### src/rtl/touch_long_press_detector_unit_defines.svh
// assertion macros shared by the long-press detector modules
`ifndef TOUCH_LONG_PRESS_DETECTOR_UNIT_DEFINES_SVH
`define TOUCH_LONG_PRESS_DETECTOR_UNIT_DEFINES_SVH

`ifndef SYNTHESIS
// same-cycle implication, checked on every clk edge outside reset
`define TLPD_ASSERT_IMPLIES(label, a, b) \
  label: assert property (@(posedge clk) disable iff (!rst_n) (a) |-> (b)) \
    else $error("tlpd implication check failed");
// next-cycle implication
`define TLPD_ASSERT_NEXT(label, a, b) \
  label: assert property (@(posedge clk) disable iff (!rst_n) (a) |=> (b)) \
    else $error("tlpd next-cycle check failed");
`else
`define TLPD_ASSERT_IMPLIES(label, a, b)
`define TLPD_ASSERT_NEXT(label, a, b)
`endif

`endif

### src/rtl/tlpd_pkg.sv
// shared types and constants for the long-press detector
`timescale 1ns / 1ps
package tlpd_pkg;

  // request codes
  localparam logic [2:0] REQ_TICK   = 3'd0;
  localparam logic [2:0] REQ_BEGIN  = 3'd1;
  localparam logic [2:0] REQ_MOVE   = 3'd2;
  localparam logic [2:0] REQ_END    = 3'd3;
  localparam logic [2:0] REQ_CANCEL = 3'd4;

  // action codes
  localparam logic [1:0] ACT_NONE   = 2'd0;
  localparam logic [1:0] ACT_MENU   = 2'd1;
  localparam logic [1:0] ACT_EDITOR = 2'd2;

  // configuration register indexes
  localparam logic [1:0] CFG_DEAD_ZONE  = 2'd0;
  localparam logic [1:0] CFG_FILL       = 2'd1;
  localparam logic [1:0] CFG_MOVE_LIMIT = 2'd2;

  localparam logic [15:0] DEAD_ZONE_RST  = 16'd500;
  localparam logic [15:0] FILL_RST       = 16'd1000;
  localparam logic [11:0] MOVE_LIMIT_RST = 12'd240;

  localparam logic [16:0] ELAPSED_MAX = 17'h1FFFF;
  localparam logic [8:0]  PROG_FULL   = 9'd256;
  localparam logic [3:0]  FINGER_CAP  = 4'd2;
  localparam logic [2:0]  DIV_LAST    = 3'd7;

  typedef struct packed {
    logic [2:0]  req_type;
    logic [3:0]  touch_count;
    logic [15:0] pos_x;
    logic [15:0] pos_y;
    logic [9:0]  tick_ms;
    logic        overlay_open;
  } in_item_t;

  typedef struct packed {
    logic [1:0] action;
    logic       bar_visible;
    logic [8:0] progress;
    logic       hold_active;
  } out_item_t;

  // controller to datapath
  typedef struct packed {
    logic load_item;
    logic update;
    logic mul_x;
    logic mul_y;
    logic mul_l;
    logic mul_cmp;
    logic prep;
    logic div_step;
    logic load_out;
  } cmd_t;

  // datapath to controller
  typedef struct packed {
    logic move_check;
  } status_t;

endpackage

### src/rtl/tlpd_ctrl.sv
// sequencing controller for the long-press detector
`timescale 1ns / 1ps
`include "touch_long_press_detector_unit_defines.svh"
module tlpd_ctrl
  import tlpd_pkg::*;
(
  input  logic    clk,
  input  logic    rst_n,
  input  logic    in_valid,
  output logic    in_ready,
  output logic    out_valid,
  input  logic    out_ready,
  input  status_t status,
  output cmd_t    cmd
);

  typedef enum logic [3:0] {
    S_IDLE,
    S_UPDATE,
    S_MUL_X,
    S_MUL_Y,
    S_MUL_L,
    S_MUL_CMP,
    S_PREP,
    S_DIV,
    S_DONE
  } state_t;

  state_t     state_r, state_nxt;
  logic [2:0] div_cnt_r, div_cnt_nxt;
  logic       out_valid_r, out_valid_nxt;
  logic       out_free;

  assign in_ready  = (state_r == S_IDLE);
  assign out_valid = out_valid_r;
  assign out_free  = !out_valid_r || out_ready;

  always_comb begin
    cmd           = '0;
    state_nxt     = state_r;
    div_cnt_nxt   = div_cnt_r;
    out_valid_nxt = out_valid_r && !out_ready;
    unique case (state_r)
      S_IDLE: begin
        if (in_valid) begin
          cmd.load_item = 1'b1;
          state_nxt     = S_UPDATE;
        end
      end
      S_UPDATE: begin
        cmd.update = 1'b1;
        state_nxt  = status.move_check ? S_MUL_X : S_PREP;
      end
      S_MUL_X: begin
        cmd.mul_x = 1'b1;
        state_nxt = S_MUL_Y;
      end
      S_MUL_Y: begin
        cmd.mul_y = 1'b1;
        state_nxt = S_MUL_L;
      end
      S_MUL_L: begin
        cmd.mul_l = 1'b1;
        state_nxt = S_MUL_CMP;
      end
      S_MUL_CMP: begin
        cmd.mul_cmp = 1'b1;
        state_nxt   = S_PREP;
      end
      S_PREP: begin
        cmd.prep    = 1'b1;
        div_cnt_nxt = '0;
        state_nxt   = S_DIV;
      end
      S_DIV: begin
        cmd.div_step = 1'b1;
        div_cnt_nxt  = div_cnt_r + 3'd1;
        if (div_cnt_r == DIV_LAST) begin
          state_nxt = S_DONE;
        end
      end
      S_DONE: begin
        if (out_free) begin
          cmd.load_out  = 1'b1;
          out_valid_nxt = 1'b1;
          state_nxt     = S_IDLE;
        end
      end
      default: state_nxt = S_IDLE;
    endcase
  end

  always_ff @(posedge clk) begin
    if (!rst_n) begin
      state_r     <= S_IDLE;
      div_cnt_r   <= '0;
      out_valid_r <= 1'b0;
    end else begin
      state_r     <= state_nxt;
      div_cnt_r   <= div_cnt_nxt;
      out_valid_r <= out_valid_nxt;
    end
  end

  `TLPD_ASSERT_NEXT(a_one_item_in_flight, in_valid && in_ready, !in_ready)
  `TLPD_ASSERT_IMPLIES(a_no_result_overwrite, cmd.load_out, !out_valid_r || out_ready)
  `TLPD_ASSERT_NEXT(a_mul_sequence, state_r == S_MUL_X, state_r == S_MUL_Y)

endmodule

### src/rtl/tlpd_dpath.sv
// hold state, distance check and progress divider for the long-press detector
`timescale 1ns / 1ps
`include "touch_long_press_detector_unit_defines.svh"
module tlpd_dpath
  import tlpd_pkg::*;
(
  input  logic      clk,
  input  logic      rst_n,
  input  logic      cfg_we,
  input  logic [1:0] cfg_index,
  input  logic [15:0] cfg_data,
  input  in_item_t  in_item,
  input  cmd_t      cmd,
  output status_t   status,
  output out_item_t out_item
);

  localparam logic [1:0] PSEL_ZERO = 2'd0;
  localparam logic [1:0] PSEL_FULL = 2'd1;
  localparam logic [1:0] PSEL_DIV  = 2'd2;

  // configuration
  logic [15:0] dead_r;
  logic [15:0] fill_r;
  logic [11:0] lim_r;

  // hold state
  logic        active_r;
  logic        completed_r;
  logic        bar_r;
  logic [3:0]  fingers_r;
  logic [16:0] elapsed_r;
  logic [15:0] start_x_r;
  logic [15:0] start_y_r;

  // per-item work registers
  in_item_t    item_r;
  logic [1:0]  action_r;
  logic [31:0] prod_r;
  logic [32:0] acc_r;
  logic [15:0] rem_r;
  logic [7:0]  quo_r;
  logic [1:0]  psel_r;
  out_item_t   out_r;

  logic [17:0] el_sum;
  logic [16:0] el_sat;
  logic [16:0] el_done;
  logic [4:0]  fg_sum;
  logic [15:0] adx;
  logic [15:0] ady;
  logic [15:0] mul_a;
  logic [31:0] mul_p;
  logic [16:0] diff;
  logic [16:0] rem_dbl;
  logic        hold_clr;

  assign el_sum  = {1'b0, elapsed_r} + {8'd0, item_r.tick_ms};
  assign el_sat  = (el_sum > {1'b0, ELAPSED_MAX}) ? ELAPSED_MAX : el_sum[16:0];
  assign el_done = {1'b0, dead_r} + {1'b0, fill_r};
  assign fg_sum  = {1'b0, fingers_r} + {1'b0, item_r.touch_count};

  // distance from the start point, one shared multiplier
  assign adx   = (item_r.pos_x >= start_x_r) ? item_r.pos_x - start_x_r
                                             : start_x_r - item_r.pos_x;
  assign ady   = (item_r.pos_y >= start_y_r) ? item_r.pos_y - start_y_r
                                             : start_y_r - item_r.pos_y;
  assign mul_a = cmd.mul_x ? adx : (cmd.mul_y ? ady : {4'd0, lim_r});
  assign mul_p = {16'd0, mul_a} * {16'd0, mul_a};

  assign diff    = elapsed_r - {1'b0, dead_r};
  assign rem_dbl = {rem_r, 1'b0};

  assign status.move_check = (item_r.req_type == REQ_MOVE) && active_r && !completed_r
                             && (item_r.touch_count != 4'd0);

  // hold reset requested by the current item
  always_comb begin
    hold_clr = 1'b0;
    if (cmd.update) begin
      case (item_r.req_type)
        REQ_END:    hold_clr = active_r && (item_r.touch_count >= fingers_r);
        REQ_CANCEL: hold_clr = 1'b1;
        default:    hold_clr = 1'b0;
      endcase
    end
    if (cmd.mul_cmp && (acc_r > {1'b0, prod_r})) begin
      hold_clr = 1'b1;
    end
  end

  always_ff @(posedge clk) begin
    if (!rst_n) begin
      dead_r      <= DEAD_ZONE_RST;
      fill_r      <= FILL_RST;
      lim_r       <= MOVE_LIMIT_RST;
      active_r    <= 1'b0;
      completed_r <= 1'b0;
      bar_r       <= 1'b0;
      fingers_r   <= '0;
      elapsed_r   <= '0;
      start_x_r   <= '0;
      start_y_r   <= '0;
      out_r       <= '0;
    end else begin
      if (cfg_we) begin
        unique case (cfg_index)
          CFG_DEAD_ZONE:  dead_r <= cfg_data;
          CFG_FILL:       fill_r <= cfg_data;
          CFG_MOVE_LIMIT: lim_r  <= cfg_data[11:0];
          default:        ;
        endcase
      end

      if (hold_clr) begin
        active_r    <= 1'b0;
        completed_r <= 1'b0;
        bar_r       <= 1'b0;
        fingers_r   <= '0;
        elapsed_r   <= '0;
      end else if (cmd.update) begin
        case (item_r.req_type)
          REQ_TICK: begin
            if (active_r && !completed_r) begin
              elapsed_r <= el_sat;
              if (el_sat >= {1'b0, dead_r}) begin
                if (el_sat >= el_done) begin
                  bar_r       <= 1'b0;
                  completed_r <= 1'b1;
                end else begin
                  bar_r <= 1'b1;
                end
              end
            end
          end
          REQ_BEGIN: begin
            if (!item_r.overlay_open) begin
              if (!active_r) begin
                active_r    <= 1'b1;
                fingers_r   <= item_r.touch_count;
                elapsed_r   <= '0;
                completed_r <= 1'b0;
                bar_r       <= 1'b0;
                if (item_r.touch_count != 4'd0) begin
                  start_x_r <= item_r.pos_x;
                  start_y_r <= item_r.pos_y;
                end
              end else if (!completed_r) begin
                fingers_r <= (fg_sum > {1'b0, FINGER_CAP}) ? FINGER_CAP : fg_sum[3:0];
              end
            end
          end
          REQ_END: begin
            if (active_r) begin
              fingers_r <= fingers_r - item_r.touch_count;
            end
          end
          default: ;
        endcase
      end

      if (cmd.load_out) begin
        out_r.action      <= action_r;
        out_r.bar_visible <= bar_r;
        out_r.hold_active <= active_r;
        case (psel_r)
          PSEL_FULL: out_r.progress <= PROG_FULL;
          PSEL_DIV:  out_r.progress <= {1'b0, quo_r};
          default:   out_r.progress <= '0;
        endcase
      end
    end
  end

  // payload registers, no reset needed
  always_ff @(posedge clk) begin
    if (cmd.load_item) begin
      item_r <= in_item;
    end
    if (cmd.update) begin
      if ((item_r.req_type == REQ_TICK) && active_r && !completed_r
          && (el_sat >= {1'b0, dead_r}) && (el_sat >= el_done)) begin
        action_r <= (fingers_r >= FINGER_CAP) ? ACT_EDITOR : ACT_MENU;
      end else begin
        action_r <= ACT_NONE;
      end
    end
    if (cmd.mul_x) begin
      prod_r <= mul_p;
    end
    if (cmd.mul_y) begin
      acc_r  <= {1'b0, prod_r};
      prod_r <= mul_p;
    end
    if (cmd.mul_l) begin
      acc_r  <= acc_r + {1'b0, prod_r};
      prod_r <= mul_p;
    end
    if (cmd.prep) begin
      quo_r <= '0;
      rem_r <= diff[15:0];
      if (!active_r || (elapsed_r < {1'b0, dead_r})) begin
        psel_r <= PSEL_ZERO;
      end else if (diff >= {1'b0, fill_r}) begin
        psel_r <= PSEL_FULL;
      end else begin
        psel_r <= PSEL_DIV;
      end
    end
    // restoring division of diff*256 by fill, one quotient bit per step
    if (cmd.div_step) begin
      if (rem_dbl >= {1'b0, fill_r}) begin
        rem_r <= 16'(rem_dbl - {1'b0, fill_r});
        quo_r <= {quo_r[6:0], 1'b1};
      end else begin
        rem_r <= rem_dbl[15:0];
        quo_r <= {quo_r[6:0], 1'b0};
      end
    end
  end

  assign out_item = out_r;

  `TLPD_ASSERT_IMPLIES(a_progress_range, 1'b1, out_r.progress <= PROG_FULL)
  `TLPD_ASSERT_IMPLIES(a_fire_hides_bar, out_r.action != ACT_NONE, !out_r.bar_visible)
  `TLPD_ASSERT_IMPLIES(a_fire_stays_active, out_r.action != ACT_NONE, out_r.hold_active)

endmodule

### src/rtl/touch_long_press_detector_unit.sv
// top level of the touch long-press detector: controller plus datapath
// each accepted item runs through update, the distance check for a checked move (the shared 16x16
// squaring multiplier, used for x, y and the limit in turn), progress setup and the 8-step
// progress divider; the next item is accepted only after this result is loaded for output
// reset (rst_n low, synchronous): hold idle, start point zero, registers to 500/1000/240
`timescale 1ns / 1ps
module touch_long_press_detector_unit
  import tlpd_pkg::*;
(
  input  logic        clk,
  input  logic        rst_n,
  // input item channel
  input  logic        in_valid,
  output logic        in_ready,
  input  in_item_t    in_item,
  // result item channel
  output logic        out_valid,
  input  logic        out_ready,
  output out_item_t   out_item,
  // configuration writes, index 0 dead zone, 1 fill time, 2 move limit
  input  logic        cfg_we,
  input  logic [1:0]  cfg_index,
  input  logic [15:0] cfg_data
);

  // the controller walks each item through update, optional distance check,
  // progress setup and division; the datapath holds all gesture state
  cmd_t    cmd;
  status_t status;

  tlpd_ctrl u_ctrl (
    .clk       (clk),
    .rst_n     (rst_n),
    .in_valid  (in_valid),
    .in_ready  (in_ready),
    .out_valid (out_valid),
    .out_ready (out_ready),
    .status    (status),
    .cmd       (cmd)
  );

  // result register lives in the datapath, so a waiting result does not
  // block acceptance of the next item
  tlpd_dpath u_dpath (
    .clk       (clk),
    .rst_n     (rst_n),
    .cfg_we    (cfg_we),
    .cfg_index (cfg_index),
    .cfg_data  (cfg_data),
    .in_item   (in_item),
    .cmd       (cmd),
    .status    (status),
    .out_item  (out_item)
  );

endmodule
### config.mk
export PLATFORM = sky130hd
export DESIGN_NAME = touch_long_press_detector_unit
export DESIGN_NICKNAME = d
export VERILOG_FILES = /design/src/rtl/tlpd_pkg.sv /design/src/rtl/tlpd_ctrl.sv /design/src/rtl/tlpd_dpath.sv /design/src/rtl/touch_long_press_detector_unit.sv
export VERILOG_INCLUDE_DIRS = /design/src /design/src/rtl
export SDC_FILE = /design/constraint.sdc
export NUM_CORES = 1
export LEC_CHECK = 0
export BUFFER_PORTS_ARGS = -buffer_cell sky130_fd_sc_hd__buf_2
export CORE_AREA = 2 2 246 248
export CTS_CLUSTER_SIZE = 16
export DETAILED_ROUTE_END_ITERATION = 8
export DIE_AREA = 0 0 248 250
export SYNTH_ARGS = -nofsm -noshare
export SYNTH_HDL_FRONTEND = slang
export SYNTH_SLANG_ARGS = --single-unit
### constraint.sdc
create_clock -name clk -period 9.2 [get_ports clk]
set_input_delay 1.84 -clock clk [delete_from_list [all_inputs] [get_ports clk]]
set_output_delay 1.84 -clock clk [all_outputs]
set_load 0.02 [all_outputs]
# [Word-level counts from Yosys, hierarchy flattened]
# Index checks and enable logic that the tools add are counted.
[word_totals] out_inout_bits=15 input_bits=73 ff_bits=264 wordCells=184
[classes] mul=1 mux=61 bitwise_logic=4 order_cmp=12 eq_ne=27 n_reduce_logical=38 n_addsub=12
[ops] op="two-way mux 16 bit" count=7
[ops] op="two-way mux 32 bit" count=3
[ops] op="subtractor 16 bit" count=5
[ops] op="two-way mux 17 bit" count=4
[ops] op="two-way mux 33 bit" count=2
[ops] op="greater-or-equal comparator 17 x 16 -> 1 bit" count=3
[ops] op="one-hot mux 4 bit (9 select lines)" count=1
[ops] op="one-hot mux 17 bit (2 select lines)" count=1
[ops] op="adder 33 x 32 -> 33 bit" count=1
[ops] op="greater-than comparator 33 x 32 -> 1 bit" count=1
[ops] op="greater-or-equal comparator 16 bit" count=2
[ops] op="multiplier 16 x 16 -> 32 bit" count=1
[ops] op="two-way mux 4 bit" count=8
[ops] op="two-way mux 1 bit" count=24
[ops] op="adder 17 x 10 -> 18 bit" count=1
[ops] op="greater-than comparator 18 x 17 -> 1 bit, second input constant" count=1
[ops] op="one-hot mux 9 bit (2 select lines)" count=1
[ops] op="adder 16 x 16 -> 17 bit" count=1
[ops] op="greater-or-equal comparator 17 bit" count=1
[ops] op="less-than comparator 17 x 16 -> 1 bit" count=1
[ops] op="subtractor 17 x 16 -> 17 bit" count=1
[ops] op="== test 4 x 3 -> 1 bit, second input constant" count=4
[ops] op="two-way mux 8 bit" count=2
[ops] op="AND reduction 6 bit" count=2
[ops] op="other kinds (37)" count=77

# [Longest topological paths before layout]
[depth] word_depth=8 depth_mapped=39 mapped_depth_nobuf=37

# [Cells and area by module]
# A second synthesis with hierarchy kept.
[hier_totals] hier_cells=3001 area_unflattened_um2=26945.8
[by_module_without_submodules] module="tlpd_dpath" cells_each=2943 n_inst=1 seq_area_each_um2=6526.3 area_per_inst_um2=26471.6
[by_module_without_submodules] module="tlpd_ctrl" cells_each=58 n_inst=1 seq_area_each_um2=160.2 area_per_inst_um2=474.2

# [Worst setup path after synthesis]
# OpenSTA, ideal clock, no wires.
[synth_timing] path_kind="flip-flop to flip-flop" startpoint="register u_dpath.item_r[11] (netlist bit)" endpoint="register u_dpath.prod_r[31] (data pin)" setup_slack_ps=681 path_buffers=2 setup_time_ps=268 arrival_ps=8251 required_ps=8932 path_stages_with_launch=37 period_less_slack_ps=8519 path_cell_list="edfxtp_1 > inv_1 > ha_1 > inv_1 > fa_1 > nand3_1 > a211oi_2 > a211oi_2 > a21oi_4 > buf_6 > mux2i_1 > a221oi_2 > xnor2_1 > nand2_1 > a31oi_1 > clkbuf_1 > nand2_1 > fa_1 > inv_1 > fa_1 > fa_1 > fa_1 > fa_1 > inv_1 > fa_1 > inv_1 > ha_1 > a21o_1 > a21oi_1 > o2111ai_1 > a221o_1 > a21o_1 > nand2_1 > a31oi_1 > o21a_1 > nor2_1 > xnor3_1"
[synth_between] elab_chain_len=8 word_cells_on_any_way=10 cone_classes="add/sub (2); mul (1); order compare (1); mux (6)"
[synth_lines] element="from (decl)" line="tlpd_dpath.sv:37" rtl="in_item_t item_r;"
[synth_lines] element="from (signal assigned)" line="tlpd_dpath.sv:178" rtl="item_r <= in_item;"
[synth_lines] element="subtractor 16 bit (tied with other cells)" line="tlpd_dpath.sv:67" rtl=": start_y_r - item_r.pos_y;"
[synth_lines] element="two-way mux 16 bit (*)" line="tlpd_dpath.sv:66" rtl="assign ady = (item_r.pos_y >= start_y_r) ? item_r.pos_y - start_y_r"
[synth_lines] element="two-way mux 16 bit (*) (2 in a row)" line="tlpd_dpath.sv:68" rtl="assign mul_a = cmd.mul_x ? adx : (cmd.mul_y ? ady : {4'd0, lim_r});"
[synth_lines] element="multiplier 16 x 16 -> 32 bit (*)" line="tlpd_dpath.sv:69" rtl="assign mul_p = {16'd0, mul_a} * {16'd0, mul_a};"
[synth_lines] element="via u_dpath.mul_p[31]" line="tlpd_dpath.sv:53" rtl="logic [31:0] mul_p;"
[synth_lines] element="two-way mux 32 bit" line="tlpd_dpath.sv:188" rtl="if (cmd.mul_x) begin"
[synth_lines] element="two-way mux 32 bit" line="tlpd_dpath.sv:191" rtl="if (cmd.mul_y) begin"
[synth_lines] element="two-way mux 32 bit (*)" line="tlpd_dpath.sv:195" rtl="if (cmd.mul_l) begin"
[synth_lines] element="to (signal assigned)" line="tlpd_dpath.sv:189" rtl="prod_r <= mul_p;"
[synth_lines] element="to (signal assigned)" line="tlpd_dpath.sv:193" rtl="prod_r <= mul_p;"
[synth_lines] element="to (signal assigned)" line="tlpd_dpath.sv:197" rtl="prod_r <= mul_p;"
[synth_lines] element="to (decl)" line="tlpd_dpath.sv:39" rtl="logic [31:0] prod_r;"
# Mark *: on every way through the listed nets, which the timed path passes. The rest lies on a longest branch. The select of a mux whose other input is x is not followed.
# A chain may end at the register's enable or synchronous reset.

# [Worst setup path after layout]
# Same ends and word-level chain as after synthesis.

==> results.yml <==
power_and_ir_drop:
  internal_power_uw: 3920
  leakage_uw: 0.0135
  pwr_density_cell_mw_per_mm2: 232
  combPwrFrac_pct: 57.2
  clkPwrFrac_pct: 19.4
  swShare_pct: 42.4
  p_seq_share_pct: 23.5
  vdd_ir_drop_max_mv: 0.306
  switchingPower_uw: 2890
logic_synthesis:
  synth_top_area_share_pct: 16.1
  synth_compound_area_share_pct: 16.7
  synth_edf_count: 142
  yosys.area_share.simple_pct: 15.5
  ys.flop_type: "edfxtp_1"
  ys_ff_latch: 263
  synth_top_family_by_area: "adder cells"
  syn_nets: 3587
  syn_area_sq_mm: 0.0265
  synth.area.mux_share_pct: 1.32
  synth-xor-area-share_pct: 4.57
  async_flop_share_pct: 0
  yosysMostFrequentCell: "inv_1"
  yosysWarnings: 0
  yosysTopAreaCell: "edfxtp_1"
  avgSynthCellArea_sq_um: 8.85
  synthTopCellsByCount: "inv_1 (405), nand2_1 (370), ha_1 (340), nor2_1 (183), fa_1 (174)"
  syn_inst: 3000
  yosysSeqAreaShare_pct: 25.2
  synth_cell_types: 91
  synth_fa_ha_area_share_pct: 29.2
  synth_area_leaders: "edfxtp_1 (16%), ha_1 (16%), fa_1 (13%), dfxtp_1 (9.1%), inv_1 (5.7%)"
global_route:
  grt_max_degree: 59
  grt_util_all_layers_pct: 21.7
  grt_antenna_before_repair: 0
  first_global_vias: 21166
  grt_overflow: 0
  grt_first_pass_wirelength_microns: 108000
routing:
  dr.pass1.iters: 6
  drt_iter0_markers: 1102
  wl_microns: 67400
  wire_per_inst_microns: 17.2
  antenna_left: 0
  vias_per_cell: 5.39
  remaining_drc_errors: 0
  vias: 21052
timing:
  worst_slew_pin_slew_ns: 1.15
  max_freq_mhz: 113
  finalHoldWorstSlack_ns: 0.465
  drv_slew: 0
  fin_crit_sh_pct: 96.5
  fin_skew_ns: 0.0320
  max-slew-margin-rel_pct: 23.1
  min_period_ns: 8.87
  rsz0062_at_grt: "true"
  setup_viol: 0
  finalHoldViolCount: 0
hold_path:
  hold_path.class: "flop to flop"
  holdPathStages: 2
setup_path:
  cp_common_cell: "fa_1"
  critical_path.startpoint: "u_dpath.item_r[11]$_DFFE_PP_"
  slowest_stage: "fa_1"
  r2r_start: "u_dpath.item_r[11]$_DFFE_PP_"
  crit_type: "flop to flop"
  slowest_delay_ns: 0.54
  worstSetupEndpointType: "flop"
  r2r-end: "u_dpath.prod_r[31]$_DFFE_PP_"
  startpoint_type: "flop"
  arrival_ns: 9.17
  required_ns: 9.49
  r2r_slack_ns: 0.33
  endpoint: "u_dpath.prod_r[31]$_DFFE_PP_"
  cp_max_fo: 5
  r2r_cells: 35
layout:
  area_delta_synth_final_pct: 10.4
  fin_area_sq_mm: 0.0293
  drive_gt1_share_pct: 9.37
  diodes: 0
  layout.nets: 3689
status:
  outcome: "complete, no violations"
cts:
  htreeDepth: 2
  cts_buffers: 34
  cts_tree: "built"
  cts_sinks: 263
  ctsHoldBuffers: 0
  clockRootBuffer: "clkbuf_16"
  path_clk_slew_ns: 0.06
  clock_latency_ns: 0.56
  cts_buffer_depth: 3
floorplan:
  ios: 88
  core_sq_mm: 0.0596
  start_util_pct: 44.5
  dieArea_sq_mm: 0.0620
  die_h_microns: 250
  num_rows: 90
  dieWidth_microns: 248
placed_design:
  numPortBuffers: 87
  dp_hpwl_microns: 53700
  gp_congestion: 0.873
  dpl-instance-area_sq_mm: 0.0279
job:
  maxCapViolations: 0
[power by group through the flow]
stage / clock [uW] / sequential (uW) / combinational [uW]
3_5_place_dp: 0 / 1620 / 3840
5_1_grt: 1400 / 1610 / 4480
4_1_cts: 1360 / 1600 / 3870
2_1_floorplan: 0 / 1580 / 3000
6_report: 1320 / 1600 / 3890
3_3_place_gp: 0 / 1620 / 3760
[worst max-delay path, delay by kind of cell, from the launching register on]
| kind | cells | cell delay, ns |
|---|---|---|
| AOI/OAI and AO/OA | 12 | 2.54 |
| muxes | 1 | 0.35 |
| DFF | 1 | 0.41 |
| and+or+nand+nor | 5 | 0.49 |
| adders and majority gates | 9 | 3.83 |
| xor gates and xnor gates | 2 | 0.48 |
| buffers and inverters | 6 | 0.51 |
[area by class of cell]
type                       instances  area, sq um
fill                            5593        30300
multi-input combinational       2231        18000
sequential                       263         6690
inverter                         412         1550
timing repair buffer             160         1010
tap                              782          978
clock buffer                      43          895
clock inverter                    18          191
[flip-flops by register name, summed over array words and instances (netlist names), 13 cells and up]
register / count
u_dpath.acc_r: 33
u_dpath.dead_r: 16
u_dpath.elapsed_r: 17
u_dpath.fill_r: 16
u_dpath.item_r: 50
u_dpath.out_item: 13
u_dpath.prod_r: 31
u_dpath.rem_r: 16
u_dpath.start_x_r: 16
u_dpath.start_y_r: 16
[timing repair]
item / CTS / global route
buffers inserted: 0 / 17
resized for setup: 0 / 19
hold endpoints to repair: 0 / 0
setup endpoints to repair: 0 / 12
[routing by layer]
metal  track usage, %  share of wire, %  vias up
met5                0                 0        -
met4             5.47               2.5        0
met3             3.26               4.8       86
met2             35.5                46      427
met1             29.8                47    10158
li1                 -                 -    10381
[worst min-delay path by stage]
| stage | from | endpoint | slack (ns) |
|---|---|---|---|
| finish | u_dpath.start_x_r[15]$_SDFFE_PN0P_ | u_dpath.start_x_r[15]$_SDFFE_PN0P_ | 0.46 |
| global route | u_dpath.start_y_r[2]$_SDFFE_PN0P_ | u_dpath.start_y_r[2]$_SDFFE_PN0P_ | 0.49 |
| CTS | u_dpath.start_x_r[15]$_SDFFE_PN0P_ | u_dpath.start_x_r[15]$_SDFFE_PN0P_ | 0.47 |
| detailed placement | u_dpath.start_x_r[15]$_SDFFE_PN0P_ | u_dpath.start_x_r[15]$_SDFFE_PN0P_ | 0.46 |
| global placement | u_dpath.out_item[12]$_SDFFE_PN0P_ | u_dpath.out_item[12]$_SDFFE_PN0P_ | 0.45 |
| floorplan | u_dpath.lim_r[4]$_SDFFE_PN1P_ | u_dpath.lim_r[4]$_SDFFE_PN1P_ | 0.44 |
[cell usage in the layout, fill, tap and decap left out, types with 17 or more instances in the layout]
cell,netlist,routed
dfxtp_1,121,121
a21oi_1,149,146
nand3_1,51,50
o21a_1,24,24
inv_1,405,404
edfxtp_1,142,142
nand2b_1,34,34
nor2_1,183,183
xnor2_1,98,98
o21bai_1,25,25
nand2_1,370,370
o21ai_0,118,117
nor3_1,46,45
a211oi_1,19,19
buf_4,3,70
o211ai_1,27,27
a21o_1,57,56
and2_1,57,56
o21ai_1,17,17
buf_2,23,87
ha_1,340,340
mux2i_1,30,30
fa_1,174,174
nor2b_1,42,42
clkbuf_16,0,34
a21boi_0,67,67
nand4_1,26,26
a22oi_1,21,21
xor2_1,38,38
[stage by stage]
step	total power [uW]	TNS, ns	worst slack, ns	util (%)	std cells
2_1_floorplan	4580	0	0.681	-	3000
3_3_place_gp	5380	0	0.195	46.9	3829
5_1_grt	7500	-0.172	-0.110	49.2	3909
3_5_place_dp	5470	0	0.115	46.9	3829
6_report	6810	0	0.325	49.2	3909
4_1_cts	6830	0	0.103	48.7	3890
[cells by family after synthesis]
family,Yosys count
xor gates and xnor gates,137
and+or+nand+nor,891
DFF,263
adders and majority gates,514
muxes,34
buffers and inverters,508
AOI/OAI and AO/OA,653
(Power assumes the default switching activity.)
